<file path="src/rtl/uqt_pkg.sv">
package uqt_pkg;

    // Parser modes, one-hot
    typedef enum logic [4:0] {
        MODE_SEEK  = 5'b00001,
        MODE_PATH  = 5'b00010,
        MODE_KEY   = 5'b00100,
        MODE_VALUE = 5'b01000,
        MODE_SKIP  = 5'b10000
    } mode_t;

    // Result kinds
    typedef enum logic [2:0] {
        KIND_PATH_BYTE  = 3'd0,
        KIND_KEY_BYTE   = 3'd1,
        KIND_VALUE_BYTE = 3'd2,
        KIND_PATH_DONE  = 3'd3,
        KIND_KEY_DONE   = 3'd4,
        KIND_VALUE_DONE = 3'd5,
        KIND_URL_END    = 3'd6
    } kind_t;

    // URL end status codes
    typedef enum logic [1:0] {
        ST_OK          = 2'd0,
        ST_NO_URL      = 2'd1,
        ST_KEY_NO_EQ   = 2'd2,
        ST_TOO_LONG    = 2'd3
    } status_t;

    // Configuration register indexes
    typedef enum logic [1:0] {
        REG_URL_LIMIT   = 2'd0,
        REG_PATH_LIMIT  = 2'd1,
        REG_KEY_LIMIT   = 2'd2,
        REG_VALUE_LIMIT = 2'd3
    } reg_idx_t;

    localparam logic [7:0] CH_SLASH = 8'h2F;
    localparam logic [7:0] CH_SPACE = 8'h20;
    localparam logic [7:0] CH_QUEST = 8'h3F;
    localparam logic [7:0] CH_EQUAL = 8'h3D;
    localparam logic [7:0] CH_AMP   = 8'h26;

    localparam logic [6:0] LIM_URL_RST   = 7'd99;
    localparam logic [6:0] LIM_PATH_RST  = 7'd29;
    localparam logic [6:0] LIM_KEY_RST   = 7'd9;
    localparam logic [6:0] LIM_VALUE_RST = 7'd9;

    typedef struct packed {
        logic [6:0] url_limit;
        logic [6:0] path_limit;
        logic [6:0] key_limit;
        logic [6:0] value_limit;
    } limits_t;

    // One result item
    typedef struct packed {
        kind_t      kind;
        logic [7:0] data;
        logic [5:0] pair_index;
        logic [6:0] offset;
        logic       over_limit;
        status_t    status;
        logic [5:0] pair_count;
    } item_t;

    // All results caused by one request byte
    typedef struct packed {
        logic [1:0]      cnt;
        item_t [2:0]     items;
    } bundle_t;

endpackage

</file>
<file path="src/rtl/uqt_parser.sv">
module uqt_parser (
    input  uqt_pkg::mode_t   mode,
    input  logic [6:0]       url_len,
    input  logic [6:0]       tok_off,
    input  logic [5:0]       pairs,
    input  uqt_pkg::limits_t limits,
    input  logic [7:0]       in_byte,
    input  logic             eor,
    output uqt_pkg::mode_t   mode_next,
    output logic [6:0]       url_len_next,
    output logic [6:0]       tok_off_next,
    output logic [5:0]       pairs_next,
    output uqt_pkg::bundle_t bundle
);

    typedef struct packed {
        logic [1:0]     cnt;
        uqt_pkg::item_t a;
        uqt_pkg::item_t b;
        logic [5:0]     pairs;
    } close_t;

    function automatic logic [6:0] sat7(input logic [6:0] v);
        sat7 = (v == 7'd127) ? v : v + 7'd1;
    endfunction

    function automatic logic [5:0] sat6(input logic [5:0] v);
        sat6 = (v == 6'd63) ? v : v + 6'd1;
    endfunction

    function automatic uqt_pkg::item_t mk_byte(input uqt_pkg::kind_t k, input logic [7:0] b,
                                               input logic [5:0] pi, input logic [6:0] off,
                                               input logic [6:0] lim);
        uqt_pkg::item_t it;
        it            = '0;
        it.kind       = k;
        it.data       = b;
        it.pair_index = pi;
        it.offset     = off;
        it.over_limit = (off >= lim);
        return it;
    endfunction

    function automatic uqt_pkg::item_t mk_mark(input uqt_pkg::kind_t k, input logic [5:0] pi,
                                               input logic [6:0] off);
        uqt_pkg::item_t it;
        it            = '0;
        it.kind       = k;
        it.pair_index = pi;
        it.offset     = off;
        return it;
    endfunction

    function automatic uqt_pkg::item_t mk_end(input logic [5:0] pc, input logic [6:0] len,
                                              input uqt_pkg::status_t st);
        uqt_pkg::item_t it;
        it            = '0;
        it.kind       = uqt_pkg::KIND_URL_END;
        it.pair_index = pc;
        it.offset     = len;
        it.status     = st;
        it.pair_count = pc;
        return it;
    endfunction

    // Done marker for the open token, if there is one, then the URL end item
    function automatic close_t close_url(input uqt_pkg::mode_t m, input logic [6:0] tok,
                                         input logic [5:0] pr, input logic [6:0] len);
        close_t c;
        logic [5:0] p2;
        c       = '0;
        c.pairs = pr;
        p2      = sat6(pr);
        unique case (m)
            uqt_pkg::MODE_PATH: begin
                c.a   = mk_mark(uqt_pkg::KIND_PATH_DONE, 6'd0, tok);
                c.b   = mk_end(pr, len, uqt_pkg::ST_OK);
                c.cnt = 2'd2;
            end
            uqt_pkg::MODE_KEY: begin
                if (tok != 7'd0) begin
                    c.a   = mk_mark(uqt_pkg::KIND_KEY_DONE, pr, tok);
                    c.b   = mk_end(pr, len, uqt_pkg::ST_KEY_NO_EQ);
                    c.cnt = 2'd2;
                end else begin
                    c.a   = mk_end(pr, len, uqt_pkg::ST_OK);
                    c.cnt = 2'd1;
                end
            end
            uqt_pkg::MODE_VALUE: begin
                c.a     = mk_mark(uqt_pkg::KIND_VALUE_DONE, pr, tok);
                c.b     = mk_end(p2, len, uqt_pkg::ST_OK);
                c.cnt   = 2'd2;
                c.pairs = p2;
            end
            default: begin
                c.a   = mk_end(pr, len, uqt_pkg::ST_OK);
                c.cnt = 2'd1;
            end
        endcase
        return c;
    endfunction

    logic   in_url;
    logic   in_url_next;
    logic   closed;
    close_t cl_first;
    close_t cl_eor;

    // Mode, offsets and counts after the byte itself, before any close
    uqt_pkg::mode_t mode_pre;
    logic [6:0]     url_pre;
    logic [6:0]     tok_pre;
    logic [5:0]     pairs_pre;

    assign in_url = (mode == uqt_pkg::MODE_PATH) || (mode == uqt_pkg::MODE_KEY)
                 || (mode == uqt_pkg::MODE_VALUE);

    assign cl_first = close_url(mode, tok_off, pairs, url_len);

    // Per-byte mode update and result generation
    always_comb begin
        mode_next    = mode;
        url_len_next = url_len;
        tok_off_next = tok_off;
        pairs_next   = pairs;
        bundle       = '0;
        closed       = 1'b0;

        if (in_url) begin
            if (in_byte == uqt_pkg::CH_SPACE) begin
                bundle.items[0] = cl_first.a;
                bundle.items[1] = cl_first.b;
                bundle.cnt      = cl_first.cnt;
                pairs_next      = cl_first.pairs;
                closed          = 1'b1;
            end else if (url_len >= limits.url_limit) begin
                bundle.items[0] = mk_end(pairs, url_len, uqt_pkg::ST_TOO_LONG);
                bundle.cnt      = 2'd1;
                closed          = 1'b1;
            end else begin
                url_len_next = url_len + 7'd1;
                bundle.cnt   = 2'd1;
                unique case (mode)
                    uqt_pkg::MODE_PATH: begin
                        if (in_byte == uqt_pkg::CH_QUEST) begin
                            bundle.items[0] = mk_mark(uqt_pkg::KIND_PATH_DONE, 6'd0, tok_off);
                            mode_next       = uqt_pkg::MODE_KEY;
                            tok_off_next    = 7'd0;
                        end else begin
                            bundle.items[0] = mk_byte(uqt_pkg::KIND_PATH_BYTE, in_byte, 6'd0,
                                                      tok_off, limits.path_limit);
                            tok_off_next    = sat7(tok_off);
                        end
                    end
                    uqt_pkg::MODE_KEY: begin
                        if (in_byte == uqt_pkg::CH_EQUAL) begin
                            bundle.items[0] = mk_mark(uqt_pkg::KIND_KEY_DONE, pairs, tok_off);
                            mode_next       = uqt_pkg::MODE_VALUE;
                            tok_off_next    = 7'd0;
                        end else begin
                            bundle.items[0] = mk_byte(uqt_pkg::KIND_KEY_BYTE, in_byte, pairs,
                                                      tok_off, limits.key_limit);
                            tok_off_next    = sat7(tok_off);
                        end
                    end
                    default: begin
                        if (in_byte == uqt_pkg::CH_AMP) begin
                            bundle.items[0] = mk_mark(uqt_pkg::KIND_VALUE_DONE, pairs, tok_off);
                            pairs_next      = sat6(pairs);
                            mode_next       = uqt_pkg::MODE_KEY;
                            tok_off_next    = 7'd0;
                        end else begin
                            bundle.items[0] = mk_byte(uqt_pkg::KIND_VALUE_BYTE, in_byte, pairs,
                                                      tok_off, limits.value_limit);
                            tok_off_next    = sat7(tok_off);
                        end
                    end
                endcase
            end
        end else if (mode != uqt_pkg::MODE_SKIP) begin
            mode_next = uqt_pkg::MODE_SEEK;
            if (in_byte == uqt_pkg::CH_SLASH) begin
                pairs_next   = 6'd0;
                tok_off_next = 7'd0;
                url_len_next = 7'd0;
                bundle.cnt   = 2'd1;
                if (limits.url_limit == 7'd0) begin
                    bundle.items[0] = mk_end(6'd0, 7'd0, uqt_pkg::ST_TOO_LONG);
                    closed          = 1'b1;
                end else begin
                    url_len_next    = 7'd1;
                    mode_next       = uqt_pkg::MODE_PATH;
                    bundle.items[0] = mk_byte(uqt_pkg::KIND_PATH_BYTE, in_byte, 6'd0, 7'd0,
                                              limits.path_limit);
                    tok_off_next    = 7'd1;
                end
            end else if (eor) begin
                bundle.items[0] = mk_end(6'd0, 7'd0, uqt_pkg::ST_NO_URL);
                bundle.cnt      = 2'd1;
            end
        end

        // End of request closes a URL still open after this byte
        if (eor && !closed && in_url_next) begin
            bundle.items[bundle.cnt] = cl_eor.a;
            if (cl_eor.cnt == 2'd2) begin
                bundle.items[bundle.cnt + 2'd1] = cl_eor.b;
            end
            bundle.cnt = bundle.cnt + cl_eor.cnt;
            pairs_next = cl_eor.pairs;
            closed     = 1'b1;
        end

        if (closed) begin
            mode_next    = uqt_pkg::MODE_SKIP;
            url_len_next = 7'd0;
            tok_off_next = 7'd0;
        end
        if (eor) begin
            mode_next    = uqt_pkg::MODE_SEEK;
            url_len_next = 7'd0;
            tok_off_next = 7'd0;
        end
    end

    // Close on end of request sees the state left by this byte
    always_comb begin
        in_url_next = 1'b0;
        unique case (mode_pre)
            uqt_pkg::MODE_PATH, uqt_pkg::MODE_KEY, uqt_pkg::MODE_VALUE: in_url_next = 1'b1;
            default: in_url_next = 1'b0;
        endcase
    end

    always_comb begin
        mode_pre  = mode;
        url_pre   = url_len;
        tok_pre   = tok_off;
        pairs_pre = pairs;
        if (in_url) begin
            if ((in_byte != uqt_pkg::CH_SPACE) && (url_len < limits.url_limit)) begin
                url_pre = url_len + 7'd1;
                unique case (mode)
                    uqt_pkg::MODE_PATH: begin
                        if (in_byte == uqt_pkg::CH_QUEST) begin
                            mode_pre = uqt_pkg::MODE_KEY;
                            tok_pre  = 7'd0;
                        end else begin
                            tok_pre  = sat7(tok_off);
                        end
                    end
                    uqt_pkg::MODE_KEY: begin
                        if (in_byte == uqt_pkg::CH_EQUAL) begin
                            mode_pre = uqt_pkg::MODE_VALUE;
                            tok_pre  = 7'd0;
                        end else begin
                            tok_pre  = sat7(tok_off);
                        end
                    end
                    default: begin
                        if (in_byte == uqt_pkg::CH_AMP) begin
                            mode_pre  = uqt_pkg::MODE_KEY;
                            pairs_pre = sat6(pairs);
                            tok_pre   = 7'd0;
                        end else begin
                            tok_pre   = sat7(tok_off);
                        end
                    end
                endcase
            end
        end else if ((mode != uqt_pkg::MODE_SKIP) && (in_byte == uqt_pkg::CH_SLASH)
                     && (limits.url_limit != 7'd0)) begin
            mode_pre  = uqt_pkg::MODE_PATH;
            url_pre   = 7'd1;
            tok_pre   = 7'd1;
            pairs_pre = 6'd0;
        end
    end

    assign cl_eor = close_url(mode_pre, tok_pre, pairs_pre, url_pre);

endmodule

</file>
<file path="src/rtl/uqt_outbuf.sv">
module uqt_outbuf (
    input  logic             aclk,
    input  logic             aresetn,
    input  logic             push,
    input  uqt_pkg::bundle_t push_bundle,
    output logic             full,
    output logic             m_valid,
    input  logic             m_ready,
    output uqt_pkg::item_t   m_item,
    output logic             m_last
);

    uqt_pkg::bundle_t slot_reg [2];
    logic             wr_ptr_reg;
    logic             wr_ptr_next;
    logic             rd_ptr_reg;
    logic             rd_ptr_next;
    logic [1:0]       count_reg;
    logic [1:0]       count_next;
    logic [1:0]       idx_reg;
    logic [1:0]       idx_next;
    uqt_pkg::bundle_t head;
    logic             take;
    logic             pop;

    assign head    = slot_reg[rd_ptr_reg];
    assign m_valid = (count_reg != 2'd0);
    assign full    = (count_reg == 2'd2);
    assign m_item  = head.items[idx_reg];
    assign m_last  = (idx_reg == (head.cnt - 2'd1));
    assign take    = m_valid && m_ready;
    assign pop     = take && m_last;

    // Pointer, fill and item index update
    always_comb begin
        wr_ptr_next = push ? ~wr_ptr_reg : wr_ptr_reg;
        rd_ptr_next = pop ? ~rd_ptr_reg : rd_ptr_reg;
        idx_next    = idx_reg;
        if (take) begin
            idx_next = m_last ? 2'd0 : idx_reg + 2'd1;
        end
        case ({push, pop})
            2'b10:   count_next = count_reg + 2'd1;
            2'b01:   count_next = count_reg - 2'd1;
            default: count_next = count_reg;
        endcase
    end

    always_ff @(posedge aclk) begin
        if (!aresetn) begin
            wr_ptr_reg <= 1'b0;
            rd_ptr_reg <= 1'b0;
            count_reg  <= 2'd0;
            idx_reg    <= 2'd0;
        end else begin
            wr_ptr_reg <= wr_ptr_next;
            rd_ptr_reg <= rd_ptr_next;
            count_reg  <= count_next;
            idx_reg    <= idx_next;
        end
    end

    // Bundle storage
    always_ff @(posedge aclk) begin
        if (push) begin
            slot_reg[wr_ptr_reg] <= push_bundle;
        end
    end

`ifndef SYNTH
    a_idx_in_bundle: assert property (@(posedge aclk) disable iff (!aresetn)
        m_valid |-> (idx_reg < head.cnt))
        else $error("item index past end of bundle");
    a_end_is_last: assert property (@(posedge aclk) disable iff (!aresetn)
        (m_valid && (m_item.kind == uqt_pkg::KIND_URL_END)) |-> m_last)
        else $error("url end not last of its request");
    a_no_push_full: assert property (@(posedge aclk) disable iff (!aresetn)
        full |-> !push)
        else $error("push into full result buffer");
`endif

endmodule

</file>
<file path="src/rtl/url_query_tokenizer_core.sv">
// The results of a request byte are written into the 2-entry result buffer on accept and
// reach the m_ side after any earlier results still waiting there.
// Throughput: one byte per cycle while each byte gives at most one result and m_ready is high;
// a byte giving two or three results sends them one at a time on the single result port.
// Reset (aresetn low, synchronous): parser seeks the first '/', limits return to
// 99/29/9/9, result buffer empties.
module url_query_tokenizer_core (
    input  logic       aclk,
    input  logic       aresetn,
    input  logic       cfg_wr_en,
    input  logic [1:0] cfg_index,
    input  logic [6:0] cfg_wdata,
    input  logic       s_valid,
    output logic       s_ready,
    input  logic [7:0] s_in_byte,
    input  logic       s_end_of_request,
    output logic       m_valid,
    input  logic       m_ready,
    output logic [2:0] m_kind,
    output logic [7:0] m_out_byte,
    output logic [5:0] m_pair_index,
    output logic [6:0] m_offset,
    output logic       m_over_limit,
    output logic [1:0] m_status,
    output logic [5:0] m_pair_count,
    output logic       m_last
);

    uqt_pkg::limits_t limits_reg;
    uqt_pkg::mode_t   mode_reg;
    uqt_pkg::mode_t   mode_next;
    logic [6:0]       url_len_reg;
    logic [6:0]       url_len_next;
    logic [6:0]       tok_off_reg;
    logic [6:0]       tok_off_next;
    logic [5:0]       pairs_reg;
    logic [5:0]       pairs_next;
    uqt_pkg::bundle_t bundle;
    uqt_pkg::item_t   item;
    logic             full;
    logic             accept;

    assign s_ready = !full;
    assign accept  = s_valid && s_ready;

    // Configuration writes
    always_ff @(posedge aclk) begin
        if (!aresetn) begin
            limits_reg.url_limit   <= uqt_pkg::LIM_URL_RST;
            limits_reg.path_limit  <= uqt_pkg::LIM_PATH_RST;
            limits_reg.key_limit   <= uqt_pkg::LIM_KEY_RST;
            limits_reg.value_limit <= uqt_pkg::LIM_VALUE_RST;
        end else if (cfg_wr_en) begin
            unique case (uqt_pkg::reg_idx_t'(cfg_index))
                uqt_pkg::REG_URL_LIMIT:   limits_reg.url_limit   <= cfg_wdata;
                uqt_pkg::REG_PATH_LIMIT:  limits_reg.path_limit  <= cfg_wdata;
                uqt_pkg::REG_KEY_LIMIT:   limits_reg.key_limit   <= cfg_wdata;
                uqt_pkg::REG_VALUE_LIMIT: limits_reg.value_limit <= cfg_wdata;
                default: ;
            endcase
        end
    end

    uqt_parser u_parser (
        .mode         (mode_reg),
        .url_len      (url_len_reg),
        .tok_off      (tok_off_reg),
        .pairs        (pairs_reg),
        .limits       (limits_reg),
        .in_byte      (s_in_byte),
        .eor          (s_end_of_request),
        .mode_next    (mode_next),
        .url_len_next (url_len_next),
        .tok_off_next (tok_off_next),
        .pairs_next   (pairs_next),
        .bundle       (bundle)
    );

    // Parser state
    always_ff @(posedge aclk) begin
        if (!aresetn) begin
            mode_reg    <= uqt_pkg::MODE_SEEK;
            url_len_reg <= 7'd0;
            tok_off_reg <= 7'd0;
            pairs_reg   <= 6'd0;
        end else if (accept) begin
            mode_reg    <= mode_next;
            url_len_reg <= url_len_next;
            tok_off_reg <= tok_off_next;
            pairs_reg   <= pairs_next;
        end
    end

    uqt_outbuf u_outbuf (
        .aclk        (aclk),
        .aresetn     (aresetn),
        .push        (accept && (bundle.cnt != 2'd0)),
        .push_bundle (bundle),
        .full        (full),
        .m_valid     (m_valid),
        .m_ready     (m_ready),
        .m_item      (item),
        .m_last      (m_last)
    );

    assign m_kind       = item.kind;
    assign m_out_byte   = item.data;
    assign m_pair_index = item.pair_index;
    assign m_offset     = item.offset;
    assign m_over_limit = item.over_limit;
    assign m_status     = item.status;
    assign m_pair_count = item.pair_count;

`ifndef SYNTH
    a_eor_reseeks: assert property (@(posedge aclk) disable iff (!aresetn)
        (accept && s_end_of_request) |=>
            ((mode_reg == uqt_pkg::MODE_SEEK) && (url_len_reg == 7'd0)))
        else $error("end of request did not return to seeking");
    a_skip_quiet: assert property (@(posedge aclk) disable iff (!aresetn)
        (accept && (mode_reg == uqt_pkg::MODE_SKIP) && !s_end_of_request)
            |-> (bundle.cnt == 2'd0))
        else $error("result produced while skipping");
`endif

endmodule
</file>
<file path="config.mk">
export PLATFORM = sky130hd
export DESIGN_NAME = url_query_tokenizer_core
export DESIGN_NICKNAME = d
export VERILOG_FILES = /design/src/rtl/uqt_pkg.sv /design/src/rtl/uqt_parser.sv /design/src/rtl/uqt_outbuf.sv /design/src/rtl/url_query_tokenizer_core.sv
export SDC_FILE = /design/constraint.sdc
export NUM_CORES = 1
export LEC_CHECK = 0
export BUFFER_PORTS_ARGS = -buffer_cell sky130_fd_sc_hd__buf_2
export CAP_MARGIN = 20
export CORE_UTILIZATION = 50
export CTS_CLUSTER_DIAMETER = 80
export DETAILED_ROUTE_END_ITERATION = 16
export HOLD_SLACK_MARGIN = 0.03
export PLACE_DENSITY = 0.71
export SETUP_SLACK_MARGIN = 0.5
export SYNTH_ARGS = -nofsm -noshare
export SYNTH_HDL_FRONTEND = slang
export SYNTH_SLANG_ARGS = --single-unit
</file>
<file path="constraint.sdc">
create_clock -name aclk -period 10.13 [get_ports aclk]
set_input_delay 0 -clock aclk [delete_from_list [all_inputs] [get_ports aclk]]
set_output_delay 0 -clock aclk [all_outputs]
set_load 0.05 [all_outputs]
</file>
# After elaboration in Yosys (flattened, before gate mapping)
# Memories as Yosys holds them, arrays and structs flattened. A register that Yosys moved wholly into a read port is not among the register bits.
# Cells that the tools add are included.
# classes
addsub	10
magnitude_cmp	11
eq_ne	28
muxes	104
n_bitwise	2
n_reduce_logical	36
# ops
operator	count
2-to-1 mux 33 bit	16
one-hot mux 35 bit (3 select lines)	2
bitwise mux 99 bit	2
one-hot mux 33 bit (3 select lines)	2
2-to-1 mux 7 bit	22
demux 33 bit (select 2 bit)	2
2-to-1 mux 101 bit	1
2-to-1 mux 99 bit	1
2-to-1 mux 6 bit	15
2-to-1 mux 35 bit	2
binary-select mux 33 bit (select 2 bit)	1
one-hot mux 33 bit (2 select lines)	1
2-to-1 mux 5 bit	13
equality test 8 x 6 -> 1 bit (second input constant)	5
2-to-1 mux 32 bit	1
>= comparator 7 bit	4
nonzero test 7 bit	3
inequality test 4 bit (second input constant)	4
adder 7 x 1 -> 7 bit (second input constant)	2
2-to-1 mux 1 bit	14
one-hot mux 7 bit (2 select lines)	1
adder 6 x 1 -> 6 bit (second input constant)	2
equality test 6 bit (second input constant)	2
2-to-1 mux 2 bit	6
32 further kinds	67
# word_totals
ff_bits	59
mem_bits_rw	202
inputBits	23
elab_cells	204
n_memories	1
# mem_list
memory	depth	width	read_ports	rd_clocked_by_memory_dff	write_ports	line_no	source
u_outbuf.slot_reg	2	101	1	1	1	uqt_outbuf.sv:13	uqt_pkg::bundle_t slot_reg [2];

# Depth between registers and ports, before layout
# Gate-level depths: netlist of the first run.
# depth
ltp_word	17
depth_mapped	17
depth_no_buf	17

# Hierarchy
# A second synthesis of the first run with hierarchy kept.
# hier_totals
cells_unflattened	1283
hier_area_um2	14066.0
# modules_own_cells
mod	instances	cells_per_inst	area_each_um2	seq_area_each_um2
uqt_outbuf	1	399	7990.2	6206.0
uqt_parser	1	669	4164.0	0.0
url_query_tokenizer_core	1	215	1911.8	1061.0

# Worst setup path after synthesis of the first run
# Ideal clock, no wire load.
# synth_path
path_type	flip-flop to flip-flop
from	register limits_reg[27] (netlist name)
to	memory u_outbuf.slot_reg[0][0] (netlist name), enable pin
setup_ns	0.521
t_arrival_ns	6.552
required_ns	9.609
path_slack_ns	3.057
stages_incl_launch_ff	15
n_path_buf	0
cell_sequence	dfxtp_1 -> inv_1 -> ha_1 -> a21oi_1 -> o21a_1 -> nand3_1 -> o32a_1 -> or4b_4 -> a21oi_1 -> nor2_2 -> ha_1 -> a2111oi_2 -> a211o_2 -> o31ai_2 -> nor2_1
# synth_between
elab_chain_cells	13
elab_cells_between_ends	35
cone_classes	1 x add/sub; 2 x order compare; 3 x eq/ne; 18 x mux; 11 x reduce/logical
# synth_lines
item	line_no	source
start: declaration	url_query_tokenizer_core.sv:29	uqt_pkg::limits_t limits_reg;
< comparator 7 bit, or another cell as far along	uqt_parser.sv:242	if ((in_byte != uqt_pkg::CH_SPACE) && (url_len < limits.url_limit)) begin
logical AND 1 bit, or another cell as far along	uqt_parser.sv:242	
2-to-1 mux 7 bit, or another cell as far along	uqt_parser.sv:242	
2-to-1 mux 7 bit, or another cell as far along	uqt_parser.sv:241	if (in_url) begin
nonzero test 7 bit, or another cell as far along	uqt_parser.sv:81	if (tok != 7'd0) begin
2-to-1 mux 35 bit, or another cell as far along	uqt_parser.sv:81	
one-hot mux 35 bit (3 select lines), or another cell as far along	uqt_parser.sv:74	unique case (m)
adder 2 bit / logical AND 1 bit (equally long branches)	uqt_parser.sv:210, uqt_parser.sv:205	
2-to-1 mux 101 bit *	uqt_parser.sv:205	if (eor && !closed && in_url_next) begin
nonzero test 2 bit *	url_query_tokenizer_core.sv:97	.push (accept && (bundle.cnt != 2'd0)),
logical AND 1 bit *	url_query_tokenizer_core.sv:97	
2-to-1 mux 1 bit *	uqt_outbuf.sv:65	if (push) begin
2-to-1 mux 1 bit (not written as such) *	uqt_outbuf.sv:66	slot_reg[wr_ptr_reg] <= push_bundle;
end: declaration	uqt_outbuf.sv:13	
# Mark *: on every way between the ends. The rest lies on a longest branch, timed or not.

# Worst setup path in the final report of the first run
# layout_path
from	register mode_reg[1]
to	memory u_outbuf.slot_reg[0][14] (netlist name), enable pin
# layout_between
elab_chain_cells	14
elab_cells_between_ends	42
cone_classes	1 x add/sub; 7 x eq/ne; 23 x mux; 11 x reduce/logical
# layout_lines
item	line_no	source
start: declaration	url_query_tokenizer_core.sv:30	uqt_pkg::mode_t mode_reg;
start signal: assignment	url_query_tokenizer_core.sv:82	mode_reg <= uqt_pkg::MODE_SEEK;
start signal: assignment	url_query_tokenizer_core.sv:87	mode_reg <= mode_next;
branches (longest 9 deep; another with adder 2 bit)	--	
2-to-1 mux 101 bit *	uqt_parser.sv:205	
nonzero test 2 bit *	url_query_tokenizer_core.sv:97	
logical AND 1 bit *	url_query_tokenizer_core.sv:97	
2-to-1 mux 1 bit *	uqt_outbuf.sv:65	
2-to-1 mux 1 bit (not written as such) *	uqt_outbuf.sv:66	
# Every way passes the cells marked *.

==> results of run 1 <==
worst paths after layout:
kind | to | slack [ps] | cells past startpoint | start
worst max-delay path | u_outbuf.slot_reg[0][14]$_DFFE_PP_ | 4110 | 13 | mode_reg[1]$_SDFFE_PN0P_
worst min-delay path | u_outbuf.wr_ptr_reg$_SDFFE_PN0N_ | 120 | 5 | s_valid
worst max register to register | u_outbuf.slot_reg[0][14]$_DFFE_PP_ | 4110 | 13 | mode_reg[1]$_SDFFE_PN0P_
worst min register to register | limits_reg[4]$_SDFFE_PN0P_ | 450 | 2 | limits_reg[4]$_SDFFE_PN0P_
synth_stat cells (4+ instances only):
cell,number
a211oi_1,10
a221oi_1,9
o31ai_1,5
ha_1,35
a2111oi_0,4
mux2i_1,46
or2_2,6
o21ai_0,68
clkbuf_1,53
mux2_2,4
buf_1,5
nor2b_1,15
nand3_1,29
edfxtp_1,162
a31oi_1,10
nor2_1,99
and3_1,15
nor3_1,35
and4_1,7
inv_1,65
dfxtp_1,60
nand2_1,107
nand2b_1,10
a22o_1,4
o21a_1,11
nand3b_1,8
or3_1,9
xnor2_1,6
o211a_1,4
and2_1,24
o211ai_1,10
buf_2,6
a21o_1,15
mux4_2,23
nand4_1,8
nor4_1,5
a21oi_1,77
o22ai_1,29
area by class of cell:
type                            instances  share of cell area, %
Tap cell                              319                   2.93
Timing Repair Buffer                  101                   5.08
Clock inverter                         15                  0.835
Inverter                               65                   1.79
Sequential cell                       222                   44.5
Multi-Input combinational cell        815                   40.3
Clock buffer                           28                   4.51
routing by layer:
metal	part of all wire (%)	global-route usage, %	up-vias
li1	-	-	4492
met1	41	33.8	4515
met2	48	42.9	435
met3	6.9	3.58	105
met4	4.1	11.2	0
met5	0	0	-
placed cells by master (no fill, tap or decap), types with 8 or more instances in the layout:
master         instances
dfxtp_1               59
o22ai_1               29
a21oi_1               77
nor2_1                97
and3_1                15
and2_1                24
or3_1                  9
edfxtp_1             162
o21a_1                11
clkbuf_16             24
nand2b_1              10
o211ai_1              10
nor3_1                35
nand3_1               29
o21ai_0               68
nand3b_1               8
a221oi_1               9
dlygate4sd3_1         30
nand4_1                8
ha_1                  35
a21o_1                15
nor2b_1               15
buf_2                 58
a31oi_1               10
a211oi_1              10
mux2i_1               46
nand2_1              107
inv_1                 65
buf_4                 12
mux4_2                23
logic make-up (layout without fill, tap and decap cells):
logic type      after synthesis  in the layout  synth area share, %
simple gates                392            392                 16.1
compound gates              304            304                 16.5
flops                       222            222                 50.4
buf+inv                     130            209                 4.15
mux                          73             73                 8.50
fa+ha+maj                    35             35                 3.64
xor+xnor                      9              9                0.655
other cells                   1              2               0.0311
worst max-delay path, stage by stage, from the launching register on:
cell       delay [ps]
dfxtp_1           580
xor2_1            400
o211a_1           580
and4_1            840
a2bb2oi_2         140
or4b_4            540
a21oi_1           310
nor2_2            190
ha_1              280
a2111oi_2         220
a211o_2           210
o31ai_2           140
nor2_4            320
buf_4             780
power by group:
group	switching [mW]	total, mW	internal, mW	leakage [nW]
combinational	0.140	0.207	0.0674	2.61
sequential	0.0110	1.01	0.997	2.10
clock	0.362	0.823	0.462	0.348
total	0.512	2.04	1.53	5.06
metrics by stage:
step / power [mW] / utilization (%) / cell area [um^2] / worst slack [ps] / hold slack [ps]
after global placement: 1.22 / 53.5 / 12600 / 4490 / 283
after detailed placement: 1.23 / 53.5 / 12600 / 4290 / 299
after global routing: 2.10 / 57.9 / 13600 / 3860 / 179
final: 2.04 / 57.9 / 13600 / 4110 / 124
after CTS: 2.05 / 57.9 / 13600 / 4250 / 104
after floorplan: 1.18 / - / 12000 / 3060 / 124
repair_timing:
| item | 4_1_cts | 5_1_grt |
|---|---|---|
| setup buffers | 0 | 0 |
| endpoints found under the hold margin | 54 | 0 |
| resized for setup | 0 | 0 |
| hold buffers | 30 | 0 |
==> impl_metrics.py, run 1 <==
metrics = {
    "status": {
        "outcome": "complete, no violations",
    },
    "route": {
        "viasPerCell": 6.10,
        "vias": 9547,
        "avgRoutedWirePerCell_um": 20.2,
        "antenna_left": 0,
        "postRouteWirelength_um": 31500,
        "route.detailed.drc": 0,
        "first_iter_violations": 1073,
        "dr.pass1.iters": 10,
    },
    "cells_and_area": {
        "instances_no_fill": 1565,
        "fillerInstances": 2012,
        "largest_reg_flops": 162,
        "syn_to_final_growth_pct": 13.2,
        "finalNetCount": 1287,
        "n_antenna_cell": 0,
        "multiInputGateArea_um2": 5500,
        "drive_gt1_share_pct": 12.7,
        "regArea_um2": 6070,
    },
    "global_routing": {
        "grt.total_usage_pct": 25.9,
        "grt_overflow": 0,
        "antenna_found_initial": 0,
        "grt_pass1_wl_um": 49300,
        "grt_pass1_vias": 9126,
        "grt_max_degree": 72,
    },
    "logic_synthesis": {
        "synth_edf_count": 162,
        "ys.flop_type": "edfxtp_1",
        "yosys-top-cells-area": "edfxtp_1 40%, dfxtp_1 10%, mux4_2 4.3%",
        "syn_area_um2": 12000,
        "ys_ff_latch": 222,
        "ys_types": 78,
        "avgSynthCellArea_um2": 10.3,
        "synth_top_area_share_pct": 40.4,
        "async_flop_share_pct": 0,
        "synth_top_cell_by_area": "edfxtp_1",
        "ys_warn_count": 0,
        "synth-seq-area-share_pct": 50.4,
        "syn_inst": 1166,
    },
    "cts": {
        "clkTransAtPathRegs_ps": 70,
        "cts.path.max_buffers": 3,
        "cts_max_level": 1,
        "cts-buffers-inserted": 24,
        "cts_num_sinks": 222,
        "cts-root-buf": "clkbuf_16",
        "cts_tree": "built",
        "clock_latency_ps": 530,
    },
    "sta": {
        "finalSetupTns_ps": 0,
        "min_period_over_period_pct": 59.4,
        "fmax_mhz": 166,
        "setup_viol": 0,
        "skew_ps": 15.9,
        "rsz0062_at_grt": "no",
        "worstMarginPinSlew_ps": 1030,
        "relSlewSlack_pct": 31.4,
        "final-hold-violation-count": 0,
        "fin_crit_ps": 6020,
        "slew_viol_final": 0,
    },
    "critical_path": {
        "critPathRequiredTime_ps": 10270,
        "end_kind": "flop",
        "crit_path_max_fanout": 71,
        "critPathKind": "reg -> reg",
        "cp_data_arrival_time_ps": 6160,
        "startpoint_type": "flop",
    },
    "worst_hold_path": {
        "hold_class": "in -> reg",
    },
    "power_and_ir_drop": {
        "peakVddDrop_v": 0.000101,
        "power.density_nw_per_um2": 150,
        "total_leakage_power_nw": 5.06,
    },
    "die": {
        "rows": 56,
        "die_w_um": 157,
        "core_area_um2": 23500,
        "die_h_um": 157,
        "die_area_um2": 24700,
        "ios": 59,
        "initial_core_util_pct": 51.1,
    },
    "placement": {
        "dpl.hpwl_um": 21400,
        "portBuffers": 58,
        "dp.cells": 1491,
        "place.gp.congestion": 0.974,
    },
    "run": {
        "maxCapViolations": 0,
    },
}
No activity file was read; power rests on OpenSTA's default activity.
==> run 2: changes to the inputs <==
--- a/config.mk
+++ b/config.mk
@@ -11,7 +11,7 @@
 export CTS_CLUSTER_DIAMETER = 80
 export DETAILED_ROUTE_END_ITERATION = 16
 export HOLD_SLACK_MARGIN = 0.03
-export PLACE_DENSITY = 0.71
+export PLACE_DENSITY = 0.74
 export SETUP_SLACK_MARGIN = 0.5
 export SYNTH_ARGS = -nofsm -noshare
 export SYNTH_HDL_FRONTEND = slang
==> constraint.sdc (replaced) <==
create_clock -name aclk -period 4.8 [get_ports aclk]
set_input_delay 0 -clock aclk [delete_from_list [all_inputs] [get_ports aclk]]
set_output_delay 0 -clock aclk [all_outputs]
set_load 0.05 [all_outputs]
==> impl_metrics.py, run 2 (synthesis results as in run 1) <==
metrics = {
    "status": {
        "outcome": "complete, no violations",
    },
    "worst_hold_path": {
        "hold_depth": 4,
        "hold_end": "mode_reg[1]$_SDFFE_PN0P_",
        "worstHoldStart": "s_valid",
        "hold_class": "in -> reg",
    },
    "sta": {
        "setup_viol": 0,
        "final-hold-violation-count": 0,
        "relSlewSlack_pct": 27.0,
        "skew_ps": 23.9,
        "finalSetupTns_ps": 0,
        "hold_ws_ps": 75.9,
        "rsz0062_at_grt": "no",
        "min_period_over_period_pct": 86.7,
        "fmax_mhz": 240,
        "slew_viol_final": 0,
        "worstMarginPinSlew_ps": 1100,
        "fin_crit_ps": 4160,
    },
    "critical_path": {
        "ff2ff_path_depth": 16,
        "end_kind": "flop",
        "critPathKind": "reg -> reg",
        "cp_data_arrival_time_ps": 4610,
        "cp_cell_sequence": "ha_4 -> a21oi_1 -> o21a_1 -> nand3_4 -> o32a_1 -> or4b_4 -> a21oi_4 -> nor2_4 -> ha_4 -> and4_1 -> a211o_4 -> o31ai_4 -> buf_6 -> ha_1 -> or3_1 -> a21oi_1",
        "path_buf_inv": 1,
        "startpoint_type": "flop",
        "critPathRequiredTime_ps": 5250,
        "slowest_stage": "or4b_4",
        "crit_path_max_fanout": 7,
        "r2r_slack_ps": 640,
        "rr_endpoint": "u_outbuf.count_reg[1]$_SDFFE_PN0P_",
        "max_stage_delay_ps": 520,
        "crit_family": "compound AO/OA/AOI/OAI gates",
        "reg2reg_from": "url_len_reg[6]$_SDFFE_PN0P_",
        "crit_path_start": "url_len_reg[6]$_SDFFE_PN0P_",
    },
    "global_routing": {
        "antenna_found_initial": 0,
        "grt_pass1_wl_um": 50800,
        "grt_pass1_vias": 9356,
        "grt_overflow": 0,
        "grt.total_usage_pct": 26.6,
        "use_met1_pct": 34.8,
        "grt_max_degree": 60,
        "grt.busiest_layer": "met2",
        "met2_usage_pct": 45.3,
        "gr-usage-met3_pct": 2.81,
    },
    "route": {
        "postRouteWirelength_um": 32200,
        "route.detailed.drc": 0,
        "viasPerCell": 5.99,
        "dr.pass1.iters": 5,
        "antenna_left": 0,
        "avgRoutedWirePerCell_um": 20.0,
        "first_iter_violations": 828,
        "vias": 9660,
    },
    "cts": {
        "clkTransAtPathRegs_ps": 60,
        "cts_max_level": 1,
        "clock_latency_ps": 540,
        "cts-root-buf": "clkbuf_16",
        "cts_tree": "built",
        "cts_num_sinks": 222,
        "cts-buffers-inserted": 24,
        "cts.path.max_buffers": 3,
    },
    "power_and_ir_drop": {
        "peakVddDrop_v": 0.000219,
        "power.density_nw_per_um2": 307,
        "comb_power_share_pct": 10.5,
        "total_leakage_power_nw": 5.34,
        "p_seq_share_pct": 48.8,
        "p_sw_share_pct": 24.7,
        "p_sw_mw": 1.08,
        "pwr-share-clk_pct": 40.7,
        "internal_power_mw": 3.28,
    },
    "placement": {
        "place.gp.congestion": 1.00,
        "dpl.hpwl_um": 22200,
        "portBuffers": 58,
    },
    "cells_and_area": {
        "fillerInstances": 1914,
        "drive_gt1_share_pct": 18.7,
        "finalNetCount": 1334,
        "final_cell_mix": "162 x edfxtp_1, 107 x nand2_1, 97 x nor2_1, 76 x a21oi_1, 66 x o21ai_0",
        "n_antenna_cell": 0,
        "final_common_cell": "edfxtp_1",
        "largest_reg_flops": 162,
        "syn_to_final_growth_pct": 18.0,
    },
    "die": {
        "ios": 59,
        "die_h_um": 157,
        "core_area_um2": 23500,
        "die_area_um2": 24700,
        "rows": 56,
        "initial_core_util_pct": 51.1,
        "die_w_um": 157,
    },
    "run": {
        "maxCapViolations": 0,
    },
}
[run 2: cell count changes in the layout (fill, tap and decap cells not counted), sizes merged]
cell / delta
buf: +50
clkbuf: +5
dlygate4sd3: -4
clkinv: -2
clkinvlp: -2
nor2: +2
dlymetal6s2s: -1
[run 2: per-stage QoR]
step	worst slack, ps	utilization (%)	std cells	area [um^2]	total power [mW]
floorplan	353	-	1167	12200	2.48
detailed placement	193	55.3	1529	13000	2.60
CTS	533	59.8	1604	14100	4.38
global placement	271	55.3	1529	13000	2.59
finish	639	60.3	1613	14200	4.35
global route	490	60.3	1613	14200	4.49
[run 2: power by group through the flow]
| stage | sequential (mW) | combinational, mW | clock (mW) |
|---|---|---|---|
| final | 2.13 | 0.457 | 1.77 |
| after global routing | 2.13 | 0.493 | 1.86 |
| after CTS | 2.13 | 0.455 | 1.79 |
| after detailed placement | 2.17 | 0.432 | 0 |
| after global placement | 2.16 | 0.425 | 0 |
| after floorplan | 2.16 | 0.323 | 0 |
[run 2: metal layers]
metal	vias up	share of wire [%]
li1	4586	-
met1	4633	41
met2	366	49
met3	75	5.7
met4	0	3.6
met5	-	0
[run 2: area by class of cell]
type / count / area, um^2 / share of cell area [%]
clock inverters: 11 / 101 / 0.714
multi-input cells: 817 / 5680 / 40.0
well taps: 319 / 399 / 2.81
clock buffers: 33 / 657 / 4.62
flip-flops and latches: 222 / 6080 / 42.8
inverters: 65 / 244 / 1.72
repair buffers: 146 / 1040 / 7.36
[run 2: what timing repair did]
action | 4_1_cts | 5_1_grt
buffers inserted | 3 | 9
endpoints found under the hold margin | 54 | 0
endpoints found under the setup margin | 117 | 93
pin swaps | 3 | 3
hold buffers | 26 | 0
gates cloned | 2 | 0
resized for setup | 3 | 16
[run 2: worst max path at each step]
stage | cells after the start | end
after floorplan | 13 | u_outbuf.slot_reg[0][0]$_DFFE_PP_
after global placement | 13 | u_outbuf.slot_reg[0][77]$_DFFE_PP_
after detailed placement | 13 | u_outbuf.slot_reg[0][76]$_DFFE_PP_
after CTS | 16 | u_outbuf.slot_reg[1][46]$_DFFE_PP_
after global routing | 15 | u_outbuf.count_reg[1]$_SDFFE_PN0P_
final | 16 | u_outbuf.count_reg[1]$_SDFFE_PN0P_
[run 2: tightest hold or removal path, delay by kind of cell]
| kind | cells | cell delay (ps) |
|---|---|---|
| AOI/OAI and AO/OA | 1 | 220 |
| and+or+nand+nor | 2 | 260 |
| buffers and inverters | 1 | 90 |
==> run 3: changes to the inputs <==
--- a/config.mk
+++ b/config.mk
@@ -7,12 +7,15 @@
 export LEC_CHECK = 0
 export BUFFER_PORTS_ARGS = -buffer_cell sky130_fd_sc_hd__buf_2
 export CAP_MARGIN = 20
-export CORE_UTILIZATION = 50
+export CELL_PAD_IN_SITES_DETAIL_PLACEMENT = 0
+export CELL_PAD_IN_SITES_GLOBAL_PLACEMENT = 2
+export CORE_UTILIZATION = 37
 export CTS_CLUSTER_DIAMETER = 80
 export DETAILED_ROUTE_END_ITERATION = 16
 export HOLD_SLACK_MARGIN = 0.03
-export PLACE_DENSITY = 0.74
+export PLACE_DENSITY = 0.8
 export SETUP_SLACK_MARGIN = 0.5
+export SKIP_CTS_REPAIR_TIMING = 1
 export SYNTH_ARGS = -nofsm -noshare
 export SYNTH_HDL_FRONTEND = slang
 export SYNTH_SLANG_ARGS = --single-unit
==> impl_metrics.py, run 3 (synthesis results as in run 1) <==
metrics = {
    "sta": {
        "setup_viol": 0,
        "finalSetupTns_ps": 0,
        "skew_ps": 14.1,
        "fmax_mhz": 240,
        "slew_viol_final": 0,
        "hold_ws_ps": -25.1,
        "min_period_over_period_pct": 86.7,
        "worstMarginPinSlew_ps": 1030,
        "relSlewSlack_pct": 30.9,
        "final-hold-violation-count": 3,
        "rsz0062_at_grt": "yes",
        "fin_crit_ps": 4160,
    },
    "placement": {
        "dp.cells": 1646,
        "portBuffers": 58,
        "place.gp.congestion": 0.868,
        "dpl.hpwl_um": 24900,
    },
    "critical_path": {
        "max_stage_delay_ps": 570,
        "critPathRequiredTime_ps": 5250,
        "cp_data_arrival_time_ps": 4620,
        "cp_cell_sequence": "inv_2 -> ha_1 -> nand4_1 -> a21o_1 -> nand3_4 -> o32a_1 -> or4b_4 -> a21oi_4 -> nor2_4 -> ha_4 -> and4_1 -> a211o_4 -> o31ai_4 -> ha_4 -> or3_1 -> a21oi_2",
        "slowest_stage": "or4b_4",
        "end_kind": "flop",
        "cp_common_cell": "ha_4",
        "startpoint_type": "flop",
        "critPathKind": "reg -> reg",
        "rr_endpoint": "u_outbuf.count_reg[1]$_SDFFE_PN0P_",
        "reg2reg_from": "limits_reg[24]$_SDFFE_PN0P_",
        "crit_path_max_fanout": 4,
        "r2r_slack_ps": 640,
        "ff2ff_path_depth": 16,
    },
    "cells_and_area": {
        "largest_reg_flops": 162,
        "n_antenna_cell": 0,
        "fillerInstances": 2974,
        "fin_util_pct": 45.7,
        "final_cell_mix": "162 x edfxtp_1, 107 x nand2_1, 97 x nor2_1, 74 x a21oi_1, 66 x o21ai_0",
        "syn_to_final_growth_pct": 20.6,
        "finalNetCount": 1340,
        "final_common_cell": "edfxtp_1",
        "drive_gt1_share_pct": 19.8,
        "instances_no_fill": 1735,
    },
    "route": {
        "avgRoutedWirePerCell_um": 20.2,
        "route.detailed.drc": 0,
        "dr.pass1.iters": 5,
        "postRouteWirelength_um": 35000,
        "first_iter_violations": 816,
        "vias": 9621,
        "viasPerCell": 5.55,
        "antenna_left": 0,
    },
    "die": {
        "die_area_um2": 33300,
        "core_area_um2": 31800,
        "die_w_um": 182,
        "initial_core_util_pct": 37.9,
        "die_h_um": 182,
        "rows": 65,
        "ios": 59,
    },
    "global_routing": {
        "grt_pass1_wl_um": 53900,
        "grt.total_usage_pct": 20.9,
        "grt_overflow": 0,
        "antenna_found_initial": 0,
        "grt_max_degree": 56,
        "grt_pass1_vias": 9184,
    },
    "worst_hold_path": {
        "hold_depth": 5,
        "hold_end": "limits_reg[11]$_SDFFE_PN0P_",
        "hold_class": "in -> reg",
        "worstHoldStart": "cfg_wr_en",
    },
    "cts": {
        "cts_num_sinks": 222,
        "cts_tree": "built",
        "cts-root-buf": "clkbuf_16",
        "cts.path.max_buffers": 3,
        "clock_latency_ps": 530,
        "clkTransAtPathRegs_ps": 60,
        "cts_max_level": 1,
        "cts-buffers-inserted": 25,
    },
    "power_and_ir_drop": {
        "total_power_mw": 4.44,
        "total_leakage_power_nw": 5.40,
        "peakVddDrop_v": 0.000218,
        "power.density_nw_per_um2": 305,
    },
    "run": {
        "maxCapViolations": 0,
    },
    "status": {
        "outcome": "finished, violations left",
        "violations": "negative hold slack",
    },
}
run 3: cell count changes in the layout (fill, tap and decap cells not counted), sizes merged:
cell | before | now
clkinvlp | 1 | 5
clkinv | 8 | 9
nor2 | 103 | 102
dlygate4sd3 | 26 | 25
clkbuf | 33 | 29
inv | 66 | 67
buf | 120 | 126
run 3: power by group:
part / internal (mW) / switching [mW]
clock: 1.04 / 0.809
sequential: 2.10 / 0.0247
combinational: 0.159 / 0.303
run 3: worst max-delay path by stage:
stage	startpoint	to	slack, ps
3_5_place_dp	s_in_byte[4]	u_outbuf.slot_reg[0][45]$_DFFE_PP_	50
4_1_cts	url_len_reg[5]$_SDFFE_PN0P_	u_outbuf.slot_reg[0][10]$_DFFE_PP_	70
5_1_grt	mode_reg[2]$_SDFFE_PN0P_	u_outbuf.slot_reg[1][66]$_DFFE_PP_	390
6_report	limits_reg[24]$_SDFFE_PN0P_	u_outbuf.count_reg[1]$_SDFFE_PN0P_	640
3_3_place_gp	s_in_byte[4]	u_outbuf.slot_reg[0][12]$_DFFE_PP_	210
2_1_floorplan	mode_reg[2]$_SDFFE_PN0P_	u_outbuf.slot_reg[0][0]$_DFFE_PP_	350
run 3: cell type report:
type | instances | area (um^2) | share of cell area (%)
well taps | 435 | 544 | 3.75
flip-flops and latches | 222 | 6080 | 41.9
clock inverters | 17 | 145 | 0.999
clock buffers | 28 | 647 | 4.45
inverters | 65 | 244 | 1.68
repair buffers | 152 | 1140 | 7.86
multi-input cells | 816 | 5720 | 39.4
run 3: metal layers:
metal / global-route usage (%) / share of wire, % / vias to the layer above
li1: - / - / 4601
met1: 28.9 / 46 / 4697
met2: 33.7 / 46 / 255
met3: 2.99 / 4.7 / 68
met4: 6.92 / 3.2 / 0
met5: 0 / 0 / -
run 3: per-stage QoR:
step,setup slack [ps],instance area (um^2)
finish,638,14500
global route,387,14500
CTS,74.3,14000
detailed placement,53.1,13200
global placement,214,13200
floorplan,353,12200
run 3: critical path, delay by kind of cell (launching register included):
| kind | cells | cell delay, ps |
|---|---|---|
| AOI/OAI and AO/OA | 6 | 1570 |
| DFF | 1 | 330 |
| and+or+nand+nor | 6 | 1400 |
| buffers and inverters | 1 | 50 |
| adders and majority gates | 3 | 730 |
